$ cat src/hdl/tnb_pkg.sv
package tnb_pkg;

    // Fixed field widths
    localparam int NODE_COUNT_W = 7;
    localparam int MARK_W       = 2;
    localparam int LB_W         = 22;
    // lower_bound is bits [LB_W:1] of (sum + 1), so the sum is kept modulo 2**(LB_W+1)
    localparam int SUM_W        = LB_W + 1;

    localparam logic [NODE_COUNT_W-1:0] NODE_COUNT_RESET = 7'd4;

    // Edge marks; the unused code is treated as excluded
    localparam logic [MARK_W-1:0] MARK_EXCLUDED = 2'd0;
    localparam logic [MARK_W-1:0] MARK_FREE     = 2'd1;
    localparam logic [MARK_W-1:0] MARK_INCLUDED = 2'd2;

    // Control that travels with one element
    typedef struct packed {
        logic valid;
        logic row_end;
        logic mat_end;
    } item_ctl_t;

    // Control and flags of one closed row
    typedef struct packed {
        logic valid;
        logic mat_end;
        logic feasible;
        logic present;
    } row_res_t;

endpackage

$ cat src/hdl/tnb_edge_if.sv
interface tnb_edge_if #(
    parameter int COST_BITS = 16
);
    import tnb_pkg::*;

    logic                  valid;
    logic                  ready;
    logic [MARK_W-1:0]     edge_mark;
    logic [COST_BITS-1:0]  edge_cost;

    modport source (output valid, output edge_mark, output edge_cost, input ready);
    modport sink   (input valid, input edge_mark, input edge_cost, output ready);
endinterface

$ cat src/hdl/tnb_bound_if.sv
interface tnb_bound_if;
    import tnb_pkg::*;

    logic             valid;
    logic             ready;
    logic [LB_W-1:0]  lower_bound;
    logic             feasible;
    logic             bound_valid;

    modport source (output valid, output lower_bound, output feasible, output bound_valid,
                    input ready);
    modport sink   (input valid, input lower_bound, input feasible, input bound_valid,
                    output ready);
endinterface

$ cat src/hdl/tnb_cfg_if.sv
interface tnb_cfg_if;
    import tnb_pkg::*;

    logic                     valid;
    logic                     ready;
    logic [NODE_COUNT_W-1:0]  node_count;

    modport source (output valid, output node_count, input ready);
    modport sink   (input valid, input node_count, output ready);
endinterface

$ cat src/hdl/tour_node_bound_and_feasibility.sv
// The last element moves via input, snapshot and row result registers into bound.valid.
// Throughput: one element transaction per cycle; the input stalls only while a
//   finished result waits on bound and another matrix end is in flight.
// Reset (rst_n, async, active low): node_count returns to 4, indexes, row state and
//   sums clear, the result register empties.
module tour_node_bound_and_feasibility #(
    parameter int MAX_NODES = 64,
    parameter int COST_BITS = 16
) (
    input  logic          clk,
    input  logic          rst_n,
    tnb_cfg_if.sink       cfg,
    tnb_edge_if.sink      edges,
    tnb_bound_if.source   bound
);
    import tnb_pkg::*;

    localparam int IDX_W   = $clog2(MAX_NODES);
    localparam int SIDE_W  = $clog2(MAX_NODES + 1);
    localparam int CMP_W   = (SIDE_W > NODE_COUNT_W) ? SIDE_W : NODE_COUNT_W;

    // Configuration
    logic [NODE_COUNT_W-1:0]  node_count_reg;
    logic [CMP_W-1:0]         node_ext;
    logic [IDX_W-1:0]         last_idx;

    // Element indexes
    logic [IDX_W-1:0]         col_reg;
    logic [IDX_W-1:0]         row_reg;
    logic                     row_end_now;
    logic                     mat_end_now;
    logic                     edge_acc;

    // Input register
    item_ctl_t                item_ctl_reg;
    logic [1:0]               mark_reg;
    logic [COST_BITS-1:0]     cost_reg;

    // Row closing
    row_res_t                 row_res;
    logic [COST_BITS:0]       row_terms;
    logic                     row_end_pending;

    // Sum over rows and result register
    logic [SUM_W-1:0]         sum_reg, sum_next;
    logic                     feas_reg, feas_next;
    logic                     pres_reg, pres_next;
    logic [SUM_W-1:0]         round_sum;
    logic                     out_valid_reg;
    logic [LB_W-1:0]          lb_reg;
    logic                     out_feas_reg;
    logic                     out_pres_reg;

    logic                     end_pending;
    logic                     advance;

    // Configuration is always taken
    assign cfg.ready = 1'b1;

    always_ff @(posedge clk or negedge rst_n)
    begin
        if (!rst_n)
        begin
            node_count_reg <= NODE_COUNT_RESET;
        end
        else if (cfg.valid)
        begin
            node_count_reg <= cfg.node_count;
        end
    end

    // Zero acts as one city, anything above MAX_NODES as MAX_NODES
    assign node_ext = CMP_W'(node_count_reg);

    always_comb
    begin
        if (node_ext == '0)
        begin
            last_idx = '0;
        end
        else if (node_ext > CMP_W'(MAX_NODES))
        begin
            last_idx = IDX_W'(MAX_NODES - 1);
        end
        else
        begin
            last_idx = IDX_W'(node_ext - CMP_W'(1));
        end
    end

    // The whole pipeline advances on one enable: input register, row update, row close,
    // sum and result register.
    // Hold everything only when a result would land on an untaken one
    assign end_pending = (item_ctl_reg.valid && item_ctl_reg.mat_end) || row_end_pending;
    assign advance     = !out_valid_reg || bound.ready || !end_pending;
    assign edges.ready = advance;
    assign edge_acc    = edges.valid && advance;

    assign row_end_now = !(col_reg < last_idx);
    assign mat_end_now = row_end_now && !(row_reg < last_idx);

    // Advance the column, then the row; wrap both at the matrix end
    always_ff @(posedge clk or negedge rst_n)
    begin
        if (!rst_n)
        begin
            col_reg <= '0;
            row_reg <= '0;
        end
        else if (edge_acc)
        begin
            if (!row_end_now)
            begin
                col_reg <= col_reg + IDX_W'(1);
            end
            else
            begin
                col_reg <= '0;
                if (mat_end_now)
                begin
                    row_reg <= '0;
                end
                else
                begin
                    row_reg <= row_reg + IDX_W'(1);
                end
            end
        end
    end

    always_ff @(posedge clk or negedge rst_n)
    begin
        if (!rst_n)
        begin
            item_ctl_reg <= '0;
        end
        else if (advance)
        begin
            item_ctl_reg.valid   <= edges.valid;
            item_ctl_reg.row_end <= row_end_now;
            item_ctl_reg.mat_end <= mat_end_now;
        end
    end

    always_ff @(posedge clk)
    begin
        if (advance)
        begin
            mark_reg <= edges.edge_mark;
            cost_reg <= edges.edge_cost;
        end
    end

    tnb_row_acc #(
        .COST_BITS (COST_BITS)
    ) u_row_acc (
        .clk         (clk),
        .rst_n       (rst_n),
        .advance     (advance),
        .item_ctl    (item_ctl_reg),
        .item_mark   (mark_reg),
        .item_cost   (cost_reg),
        .row_res     (row_res),
        .row_terms   (row_terms),
        .end_pending (row_end_pending)
    );

    // Fold the closed row into the node totals; only the low SUM_W bits matter
    assign sum_next  = sum_reg + SUM_W'(row_terms);
    assign feas_next = feas_reg && row_res.feasible;
    assign pres_next = pres_reg && row_res.present;
    assign round_sum = sum_next + SUM_W'(1);

    always_ff @(posedge clk or negedge rst_n)
    begin
        if (!rst_n)
        begin
            sum_reg       <= '0;
            feas_reg      <= 1'b1;
            pres_reg      <= 1'b1;
            out_valid_reg <= 1'b0;
        end
        else
        begin
            if (advance && row_res.valid)
            begin
                if (row_res.mat_end)
                begin
                    sum_reg  <= '0;
                    feas_reg <= 1'b1;
                    pres_reg <= 1'b1;
                end
                else
                begin
                    sum_reg  <= sum_next;
                    feas_reg <= feas_next;
                    pres_reg <= pres_next;
                end
            end
            if (advance && row_res.valid && row_res.mat_end)
            begin
                out_valid_reg <= 1'b1;
            end
            else if (bound.ready)
            begin
                out_valid_reg <= 1'b0;
            end
        end
    end

    // Ceiling of half the sum
    always_ff @(posedge clk)
    begin
        if (advance && row_res.valid && row_res.mat_end)
        begin
            lb_reg       <= round_sum[SUM_W-1:1];
            out_feas_reg <= feas_next;
            out_pres_reg <= pres_next;
        end
    end

    assign bound.valid       = out_valid_reg;
    assign bound.lower_bound = lb_reg;
    assign bound.feasible    = out_feas_reg;
    assign bound.bound_valid = out_pres_reg;

    // Input holds only while a result sits untaken
    assert property (@(posedge clk) disable iff (!rst_n)
        !edges.ready |-> (out_valid_reg && !bound.ready))
        else $error("input stalled without a waiting result");

    // A result appears only from a closed last row
    assert property (@(posedge clk) disable iff (!rst_n)
        $rose(out_valid_reg) |-> $past(row_res.valid && row_res.mat_end))
        else $error("result without a matrix end");

    // Mid-row transactions step the column by one
    assert property (@(posedge clk) disable iff (!rst_n)
        (edge_acc && !row_end_now) |=> (col_reg == $past(col_reg) + IDX_W'(1)))
        else $error("column index did not advance");

    // Matrix end wraps both indexes
    assert property (@(posedge clk) disable iff (!rst_n)
        (edge_acc && mat_end_now) |=> (col_reg == '0 && row_reg == '0))
        else $error("indexes not cleared at matrix end");

endmodule

$ cat src/hdl/tnb_row_acc.sv
module tnb_row_acc #(
    parameter int COST_BITS = 16
) (
    input  logic                  clk,
    input  logic                  rst_n,
    input  logic                  advance,
    input  tnb_pkg::item_ctl_t    item_ctl,
    input  logic [1:0]            item_mark,
    input  logic [COST_BITS-1:0]  item_cost,
    output tnb_pkg::row_res_t     row_res,
    output logic [COST_BITS:0]    row_terms,
    output logic                  end_pending
);
    import tnb_pkg::*;

    localparam int FREE_W = COST_BITS + 1;
    localparam logic [FREE_W-1:0] FREE_NONE = '1;

    // Running row state
    logic [1:0]            inc_cnt_reg, inc_cnt_next;
    logic [1:0]            free_cnt_reg, free_cnt_next;
    logic [COST_BITS-1:0]  first_inc_reg, first_inc_next;
    logic [COST_BITS-1:0]  second_inc_reg, second_inc_next;
    logic [FREE_W-1:0]     cheap_reg, cheap_next;
    logic [FREE_W-1:0]     cheap2_reg, cheap2_next;

    // Snapshot of a closed row
    logic                  snap_valid_reg;
    logic                  snap_end_reg;
    logic [1:0]            snap_inc_reg;
    logic [1:0]            snap_free_reg;
    logic [COST_BITS-1:0]  snap_first_reg;
    logic [COST_BITS-1:0]  snap_second_reg;
    logic [FREE_W-1:0]     snap_cheap_reg;
    logic [FREE_W-1:0]     snap_cheap2_reg;

    // Closed-row terms
    row_res_t              row_res_reg, row_res_next;
    logic [COST_BITS:0]    row_terms_reg, row_terms_next;

    logic [FREE_W-1:0]     cost_ext;
    logic [COST_BITS-1:0]  term1, term2;
    logic                  term1_ok, term2_ok;
    logic [2:0]            deg_sum;

    assign cost_ext = FREE_W'(item_cost);

    always_comb
    begin
        inc_cnt_next    = inc_cnt_reg;
        free_cnt_next   = free_cnt_reg;
        first_inc_next  = first_inc_reg;
        second_inc_next = second_inc_reg;
        cheap_next      = cheap_reg;
        cheap2_next     = cheap2_reg;
        case (item_mark)
            MARK_INCLUDED:
            begin
                if (inc_cnt_reg == 2'd0)
                begin
                    first_inc_next = item_cost;
                end
                else if (inc_cnt_reg == 2'd1)
                begin
                    second_inc_next = item_cost;
                end
                if (inc_cnt_reg != 2'd3)
                begin
                    inc_cnt_next = inc_cnt_reg + 2'd1;
                end
            end
            MARK_FREE:
            begin
                if (cost_ext < cheap_reg)
                begin
                    cheap2_next = cheap_reg;
                    cheap_next  = cost_ext;
                end
                else if (cost_ext < cheap2_reg)
                begin
                    cheap2_next = cost_ext;
                end
                if (free_cnt_reg != 2'd3)
                begin
                    free_cnt_next = free_cnt_reg + 2'd1;
                end
            end
            default:
            begin
                inc_cnt_next = inc_cnt_reg;
            end
        endcase
    end

    always_ff @(posedge clk or negedge rst_n)
    begin
        if (!rst_n)
        begin
            inc_cnt_reg    <= 2'd0;
            free_cnt_reg   <= 2'd0;
            first_inc_reg  <= '0;
            second_inc_reg <= '0;
            cheap_reg      <= FREE_NONE;
            cheap2_reg     <= FREE_NONE;
            snap_valid_reg <= 1'b0;
            snap_end_reg   <= 1'b0;
        end
        else if (advance)
        begin
            snap_valid_reg <= item_ctl.valid && item_ctl.row_end;
            snap_end_reg   <= item_ctl.mat_end;
            if (item_ctl.valid && item_ctl.row_end)
            begin
                inc_cnt_reg    <= 2'd0;
                free_cnt_reg   <= 2'd0;
                first_inc_reg  <= '0;
                second_inc_reg <= '0;
                cheap_reg      <= FREE_NONE;
                cheap2_reg     <= FREE_NONE;
            end
            else if (item_ctl.valid)
            begin
                inc_cnt_reg    <= inc_cnt_next;
                free_cnt_reg   <= free_cnt_next;
                first_inc_reg  <= first_inc_next;
                second_inc_reg <= second_inc_next;
                cheap_reg      <= cheap_next;
                cheap2_reg     <= cheap2_next;
            end
        end
    end

    always_ff @(posedge clk)
    begin
        if (advance)
        begin
            snap_inc_reg    <= inc_cnt_next;
            snap_free_reg   <= free_cnt_next;
            snap_first_reg  <= first_inc_next;
            snap_second_reg <= second_inc_next;
            snap_cheap_reg  <= cheap_next;
            snap_cheap2_reg <= cheap2_next;
        end
    end

    // Pick the two terms of the closed row
    always_comb
    begin
        term1    = '0;
        term2    = '0;
        term1_ok = 1'b1;
        term2_ok = 1'b1;
        if (snap_inc_reg != 2'd0)
        begin
            term1 = snap_first_reg;
        end
        else if (snap_free_reg != 2'd0)
        begin
            term1 = snap_cheap_reg[COST_BITS-1:0];
        end
        else
        begin
            term1_ok = 1'b0;
        end

        if (snap_inc_reg >= 2'd2)
        begin
            term2 = snap_second_reg;
        end
        else if (snap_inc_reg == 2'd1)
        begin
            if (snap_free_reg != 2'd0)
            begin
                term2 = snap_cheap_reg[COST_BITS-1:0];
            end
            else
            begin
                term2_ok = 1'b0;
            end
        end
        else if (snap_free_reg >= 2'd2)
        begin
            term2 = snap_cheap2_reg[COST_BITS-1:0];
        end
        else
        begin
            term2_ok = 1'b0;
        end

        deg_sum = {1'b0, snap_inc_reg} + {1'b0, snap_free_reg};

        row_terms_next        = {1'b0, term1} + {1'b0, term2};
        row_res_next.valid    = snap_valid_reg;
        row_res_next.mat_end  = snap_end_reg;
        row_res_next.feasible = (deg_sum >= 3'd2) && (snap_inc_reg != 2'd3);
        row_res_next.present  = term1_ok && term2_ok;
    end

    always_ff @(posedge clk or negedge rst_n)
    begin
        if (!rst_n)
        begin
            row_res_reg <= '0;
        end
        else if (advance)
        begin
            row_res_reg <= row_res_next;
        end
    end

    always_ff @(posedge clk)
    begin
        if (advance)
        begin
            row_terms_reg <= row_terms_next;
        end
    end

    assign row_res     = row_res_reg;
    assign row_terms   = row_terms_reg;
    assign end_pending = (snap_valid_reg && snap_end_reg)
                       || (row_res_reg.valid && row_res_reg.mat_end);

endmodule
$ cat src/flat_wrapper.sv
// flat-port wrapper written by rule: the top's interface ports become plain ports
module tour_node_bound_and_feasibility_flat import tnb_pkg::*;
#(
    parameter int MAX_NODES = 64,
    parameter int COST_BITS = 16
)
  (clk, rst_n, cfg_valid, cfg_node_count, cfg_ready, edges_valid, edges_edge_mark, edges_edge_cost, edges_ready, bound_valid, bound_lower_bound, bound_feasible, bound_bound_valid, bound_ready);
  tnb_cfg_if cfg_i ();
  tnb_edge_if #(.COST_BITS(COST_BITS)) edges_i ();
  tnb_bound_if bound_i ();
  input  logic clk;
  input  logic rst_n;
  input wire logic [$bits(cfg_i.valid)-1:0] cfg_valid;
  input wire logic [$bits(cfg_i.node_count)-1:0] cfg_node_count;
  output wire logic [$bits(cfg_i.ready)-1:0] cfg_ready;
  input wire logic [$bits(edges_i.valid)-1:0] edges_valid;
  input wire logic [$bits(edges_i.edge_mark)-1:0] edges_edge_mark;
  input wire logic [$bits(edges_i.edge_cost)-1:0] edges_edge_cost;
  output wire logic [$bits(edges_i.ready)-1:0] edges_ready;
  output wire logic [$bits(bound_i.valid)-1:0] bound_valid;
  output wire logic [$bits(bound_i.lower_bound)-1:0] bound_lower_bound;
  output wire logic [$bits(bound_i.feasible)-1:0] bound_feasible;
  output wire logic [$bits(bound_i.bound_valid)-1:0] bound_bound_valid;
  input wire logic [$bits(bound_i.ready)-1:0] bound_ready;
  assign cfg_i.valid = cfg_valid;
  assign cfg_i.node_count = cfg_node_count;
  assign cfg_ready = cfg_i.ready;
  assign edges_i.valid = edges_valid;
  assign edges_i.edge_mark = edges_edge_mark;
  assign edges_i.edge_cost = edges_edge_cost;
  assign edges_ready = edges_i.ready;
  assign bound_valid = bound_i.valid;
  assign bound_lower_bound = bound_i.lower_bound;
  assign bound_feasible = bound_i.feasible;
  assign bound_bound_valid = bound_i.bound_valid;
  assign bound_i.ready = bound_ready;
  tour_node_bound_and_feasibility #(.MAX_NODES(MAX_NODES), .COST_BITS(COST_BITS)) u_core (.clk(clk), .rst_n(rst_n), .cfg(cfg_i), .edges(edges_i), .bound(bound_i));
endmodule
$ cat config.mk
export PLATFORM = sky130hd
export DESIGN_NAME = tour_node_bound_and_feasibility_flat
export DESIGN_NICKNAME = d
export VERILOG_FILES = /design/src/hdl/tnb_pkg.sv /design/src/hdl/tnb_edge_if.sv /design/src/hdl/tnb_bound_if.sv /design/src/hdl/tnb_cfg_if.sv /design/src/hdl/tour_node_bound_and_feasibility.sv /design/src/hdl/tnb_row_acc.sv /design/src/flat_wrapper.sv
export SDC_FILE = /design/constraint.sdc
export NUM_CORES = 1
export LEC_CHECK = 0
export BUFFER_PORTS_ARGS = -buffer_cell sky130_fd_sc_hd__clkbuf_2
export CAP_MARGIN = 20
export CORE_MARGIN = 1
export CORE_UTILIZATION = 55
export DETAILED_ROUTE_END_ITERATION = 8
export PLACE_DENSITY = 0.75
export SETUP_SLACK_MARGIN = 0.05
export SLEW_MARGIN = 20
export SYNTH_ARGS = -nofsm -noshare
export SYNTH_HDL_FRONTEND = slang
export SYNTH_SLANG_ARGS = --single-unit
$ cat constraint.sdc
create_clock -name clk -period 4.5 [get_ports clk]
set_input_delay 0.9 -clock clk [delete_from_list [all_inputs] [get_ports clk]]
set_output_delay 0.9 -clock clk [all_outputs]
set_load 0.02 [all_outputs]
# ---- Word-level counts from Yosys, hierarchy flattened
# Cells that the tools add are included.
dict set report op_classes {
  mux 45
  n_addsub 9
  n_eq_ne 7
  bitwise 1
  reduce_logical 28
  order_cmp 8
}
# operator n
set op_table {}
lappend op_table {{$mux W16} 14}
lappend op_table {{$mux W17} 9}
lappend op_table {{$lt A16 B17 Y1} 2}
lappend op_table {{$mux W6} 4}
lappend op_table {{$add A23 B1 Y23 const B} 1}
lappend op_table {{$add A23 B17 Y23} 1}
lappend op_table {{$mux W23} 1}
lappend op_table {{$add A16 B16 Y17} 1}
lappend op_table {{$mux W2} 8}
lappend op_table {{$add A6 B1 Y6 const B} 2}
lappend op_table {{$logic_and A1 B1 Y1} 12}
lappend op_table {{$lt A6 B6 Y1} 2}
lappend op_table {{$mux W1} 9}
lappend op_table {{$reduce_bool A2 Y1} 4}
lappend op_table {{$gt A7 B7 Y1 const B} 1}
lappend op_table {{$logic_not A7 Y1} 1}
lappend op_table {{$eq A2 B1 Y1 const B} 3}
lappend op_table {{$ne A2 B2 Y1 const B} 3}
lappend op_table {{$sub A6 B1 Y6 const B} 1}
lappend op_table {{$add A2 B1 Y2 const B} 2}
lappend op_table {{$ge A2 B2 Y1 const B} 2}
lappend op_table {{$logic_not A1 Y1} 4}
lappend op_table {{$logic_or A1 B1 Y1} 4}
lappend op_table {{$reduce_and A2 Y1} 2}
lappend op_table {{other kinds (5)} 5}
dict set report word_totals {
  output_inout_bits 27
  elab_cells 132
  regBits 251
}

# ---- Logic depth before layout (Yosys ltp)
dict set report logic_depth {
  word_depth 8
  depth_mapped 17
  mapped_depth_nobuf 14
}

# ---- By module
# From an unflattened synthesis, not the netlist that was laid out.
dict set report hier_totals {
  cells_unflattened 1162
  area_unflattened_um2 13525.5
}
# mod cells_per_inst area_per_inst_um2 instances
set modules_own_cells {}
lappend modules_own_cells {tnb_row_acc 685 8354.3 1}
lappend modules_own_cells {tour_node_bound_and_feasibility 477 5171.2 1}

# ---- Worst setup path before layout
# Ideal clock, no wire load.
dict set report synth_path {
  path_type {input port to flip-flop}
  start {input port bound_ready}
  end {register u_core.u_row_acc.inc_cnt_reg[0]}
  path_buffers 2
  arrival_ns 5.377
  setup_ns 0.110
  required_ns 4.390
  path_slack_ns -0.987
  path_stages 8
  path_cell_list {nand2b_1 a31oi_1 clkinv_1 nand2_1 clkbuf_1 buf_1 nand2_1 o41ai_1}
}
dict set report synth_via {
  elab_chain_len 3
}
# item line
set synth_rtl {}
lappend synth_rtl {{start, declared} flat_wrapper.sv:24} ;# input wire logic [$bits(bound_i.ready)-1:0] bound_ready;
lappend synth_rtl {{$logic_or A1 B1 Y1 (2 in a row)} tour_node_bound_and_feasibility.sv:95} ;# assign advance = !out_valid_reg || bound.ready || !end_pending;
lappend synth_rtl {{net edges_ready} flat_wrapper.sv:19} ;# output wire logic [$bits(edges_i.ready)-1:0] edges_ready;
lappend synth_rtl {{$reduce_and A2 Y1 (no source line)} n/a}
lappend synth_rtl {{end signal, assigned} tnb_row_acc.sv:123} ;# inc_cnt_reg <= inc_cnt_next;
lappend synth_rtl {{end, declared} tnb_row_acc.sv:20} ;# logic [1:0] inc_cnt_reg, inc_cnt_next;
# The timed path passes the listed nets, and every way through them passes these cells.
# A chain may end at the register's enable or synchronous reset.

# ---- Final worst setup path
dict set report layout_path {
  start {register u_core.u_row_acc.snap_free_reg[1]}
  end {register u_core.u_row_acc.row_terms_reg[14], in the netlist u_core.u_row_acc.row_terms[14], data pin}
}
dict set report layout_via {
  elab_chain_len 5
}
# item line
set layout_rtl {}
lappend layout_rtl {{start, declared} tnb_row_acc.sv:31} ;# logic [1:0] snap_free_reg;
lappend layout_rtl {{start signal, assigned} tnb_row_acc.sv:138} ;# snap_free_reg <= free_cnt_next;
lappend layout_rtl {{$ge A2 B2 Y1 or $reduce_bool A2 Y1 (tied branches)} {tnb_row_acc.sv:181, tnb_row_acc.sv:157, tnb_row_acc.sv:172}}
lappend layout_rtl {{$mux W16 (on tied branches)} {tnb_row_acc.sv:181, tnb_row_acc.sv:157, tnb_row_acc.sv:172}}
lappend layout_rtl {{$mux W16} tnb_row_acc.sv:170} ;# else if (snap_inc_reg == 2'd1)
lappend layout_rtl {{$mux W16} tnb_row_acc.sv:166} ;# if (snap_inc_reg >= 2'd2)
lappend layout_rtl {{$add A16 B16 Y17 *} tnb_row_acc.sv:192} ;# row_terms_next = {1'b0, term1} + {1'b0, term2};
lappend layout_rtl {{net u_core.u_row_acc.row_terms_next[14]} tnb_row_acc.sv:39} ;# logic [COST_BITS:0] row_terms_reg, row_terms_next;
lappend layout_rtl {{end signal, assigned} tnb_row_acc.sv:215} ;# row_terms_reg <= row_terms_next;
lappend layout_rtl {{end, declared} tnb_row_acc.sv:39}
# Mark *: on every way through the listed nets, which the timed path passes. The rest lies on a longest branch.

==> impl_metrics.env <==
export IMPL_final_hold_violation_count=0
export IMPL_outcome="complete, no violations"
export IMPL_synthTopCellsByArea="edfxtp_1 (27%), dfrtp_1 (15%), ha_1 (6.9%)"
export IMPL_final_util_pct=62.6
export IMPL_final_common_cell="nand2_1"
export IMPL_ant_nets=0
export IMPL_maxCapViolCount=0
export IMPL_ir_drop_v=0.000396
export IMPL_first_pass_iters=5
export IMPL_die_area_um2=26500
export IMPL_first_global_vias=10200
export IMPL_cpPeakStageDelay_ns=0.45
export IMPL_largest_register_ffs=23
export IMPL_rsz0062_at_grt="no"
export IMPL_ys_warn_count=0
export IMPL_path_clk_slew_ns=0.06
export IMPL_grt_max_degree=67
export IMPL_rr_endpoint="u_core.u_row_acc.row_terms[14]"
export IMPL_diodes=0
export IMPL_synth_edff_count=127
export IMPL_synthCells=1350
export IMPL_ctsHoldBuffers=0
export IMPL_cp_slowest_cell="edfxtp_1"
export IMPL_synthArstFlopShare_pct=49.4
export IMPL_clk_path_buf_depth=3
export IMPL_final_layout_size_suffix_gt1_share_pct=17.9
export IMPL_leakagePower_nw=6.73
export IMPL_regArea_um2=6960
export IMPL_skew_ns=0.0204
export IMPL_r2r_slack_ns=0.50
export IMPL_fin_cells=1742
export IMPL_netlist_area_leader_share_pct=26.8
export IMPL_cts_made_buffers=28
export IMPL_slew_headroom_pct=32.7
export IMPL_cp_max_fo=28
export IMPL_ys_flop_type="edfxtp_1"
export IMPL_p_per_area_nw_per_um2=738
export IMPL_crit_buf_inv=1
export IMPL_core_area_um2=25300
export IMPL_nNetsFinal=1501
export IMPL_htree_levels=1
export IMPL_n_fill_cell=2048
export IMPL_syn_area_um2=14200
export IMPL_final_area_um2=15800
export IMPL_cts_setup_buffers=0
export IMPL_post_dp_cell_area_um2=14800
export IMPL_setup_slack_ns=0.503
export IMPL_via_per_inst=6.08
export IMPL_cp_arrival_ns=4.28
export IMPL_critPathKind="reg -> reg"
export IMPL_io_pins=57
export IMPL_fp_dieH_um=163
export IMPL_die_x_um=163
export IMPL_tritoncts="yes"
export IMPL_grt_pass1_wl_mm=53.4
export IMPL_num_rows=58
export IMPL_first_iter_violations=792
export IMPL_min_period_ns=4.00
export IMPL_grt_antenna_before_repair=0
export IMPL_critPathLaunchType="register"
export IMPL_critPathTopFamily="compound AO/OA/AOI/OAI gates"
export IMPL_ys_seq_elements=251
export IMPL_final_cell_mix="nand2_1 (186), edfxtp_1 (127), o21ai_0 (104)"
export IMPL_ys_seq_area_share_pct=49.0
export IMPL_critPathMostFrequentCell="o21ai_0"
export IMPL_area_delta_synth_final_pct=11.3
export IMPL_synth_distinct_cells=84
export IMPL_clkLatencyLatePin_ns=0.56
export IMPL_grt_util_all_layers_pct=25.3
export IMPL_worst_r2r_path_depth=14
export IMPL_clock_sinks=251
export IMPL_multi_input_area_um2=6740
export IMPL_slew_violations=0
export IMPL_totalWireLength_mm=32.6
export IMPL_path_cells="or2_2, buf_4, nand2_1, o21ai_0, ha_1, fa_1, a21o_1, a21oi_1, o21ai_0, a211oi_1, o31ai_1, o41ai_1, o21ai_0, xor2_1"
export IMPL_wl_per_cell_um=18.7
export IMPL_hold_class="in -> async"
export IMPL_rr_startpoint="u_core.u_row_acc.snap_free_reg[1]"
export IMPL_avgSynthCellArea_um2=10.5
export IMPL_drc_errors=0
export IMPL_initial_core_util_pct=56.3
export IMPL_dpl_hpwl_mm=22.9
export IMPL_setup_viol=0
export IMPL_placed_cells=1689
export IMPL_via_count=10600
export IMPL_period_share_pct=88.8
export IMPL_cts_root_buffer="clkbuf_16"
export IMPL_postCtsResizedCells=0
export IMPL_syn_num_nets=1461
export IMPL_worstPathRequired_ns=4.78
export IMPL_endpoint_kind="register"
export IMPL_worst_pin_slew_ns=1.01
export IMPL_dpl_worst_slack_ns=0.595
export IMPL_tns_ns=0
export IMPL_portBuffers=55
export IMPL_gp_congestion=0.921
export IMPL_yosysTopAreaCell="edfxtp_1"
export IMPL_gr_total_overflow=0
export IMPL_fmax_mhz=250
-- routing by layer --
metal | GRT usage (%) | wire length, um
met3 | 2.57 | 1400
met1 | 33.9 | 14500
met5 | 0 | 0
met2 | 44.0 | 16100
met4 | 5.65 | 580
-- cell type report --
| cell class | instances | share of cell area (%) |
|---|---|---|
| Inverter | 56 | 1.34 |
| Timing Repair Buffer | 84 | 3.23 |
| Multi-Input combinational cell | 969 | 42.6 |
| Clock buffer | 35 | 4.66 |
| Tap cell | 330 | 2.61 |
| Sequential cell | 251 | 44.0 |
| Clock inverter | 17 | 1.52 |
-- Yosys cell counts, drive strengths merged, types with 30 or more instances --
master  number
o21ai      110
nor2        56
mux2        54
dfrtp       87
clkbuf      50
nand2      188
edfxtp     127
nand3       42
dfstp       37
ha          78
inv         53
a21o        30
a21oi       53
-- logic make-up after synthesis --
family          after synthesis  share of synthesized area [%]
buf+inv                     130                           3.81
other cells                   1                         0.0264
flops                       251                           49.0
fa+ha+maj                    81                           7.29
simple gates                390                           12.7
xor+xnor                     43                           2.65
mux                          58                           4.56
compound gates              396                           20.0
-- worst max path at each step --
stage / slack [ns] / end / cells past startpoint / from
CTS: 0.53 / u_core.u_row_acc.row_terms[14] / 14 / u_core.u_row_acc.snap_free_reg[1]
detailed placement: 0.60 / u_core.u_row_acc.row_terms[14] / 14 / u_core.u_row_acc.snap_free_reg[1]
floorplan: 0.42 / u_core.u_row_acc.cheap2_reg[10] / 9 / bound_ready
global placement: 0.67 / u_core.u_row_acc.row_terms[14] / 14 / u_core.u_row_acc.snap_free_reg[1]
finish: 0.50 / u_core.u_row_acc.row_terms[14] / 14 / u_core.u_row_acc.snap_free_reg[1]
global route: 0.18 / u_core.u_row_acc.row_terms[14] / 14 / u_core.u_row_acc.snap_free_reg[1]
-- through the flow --
| step | hold slack [ns] | power [mW] |
|---|---|---|
| 2_1_floorplan | 0.435 | 7.92 |
| 3_3_place_gp | 0.445 | 9.06 |
| 3_5_place_dp | 0.458 | 9.23 |
| 4_1_cts | 0.460 | 11.7 |
| 5_1_grt | 0.483 | 12.5 |
| 6_report | 0.446 | 11.7 |
-- power by group --
part           total [mW]  switching, mW  internal, mW
Sequential           4.14          0.533          3.61
Clock                2.38          0.924          1.45
Combinational        5.16           2.99          2.17
Total                11.7           4.44          7.24
Power figures use the tool's default switching activity.
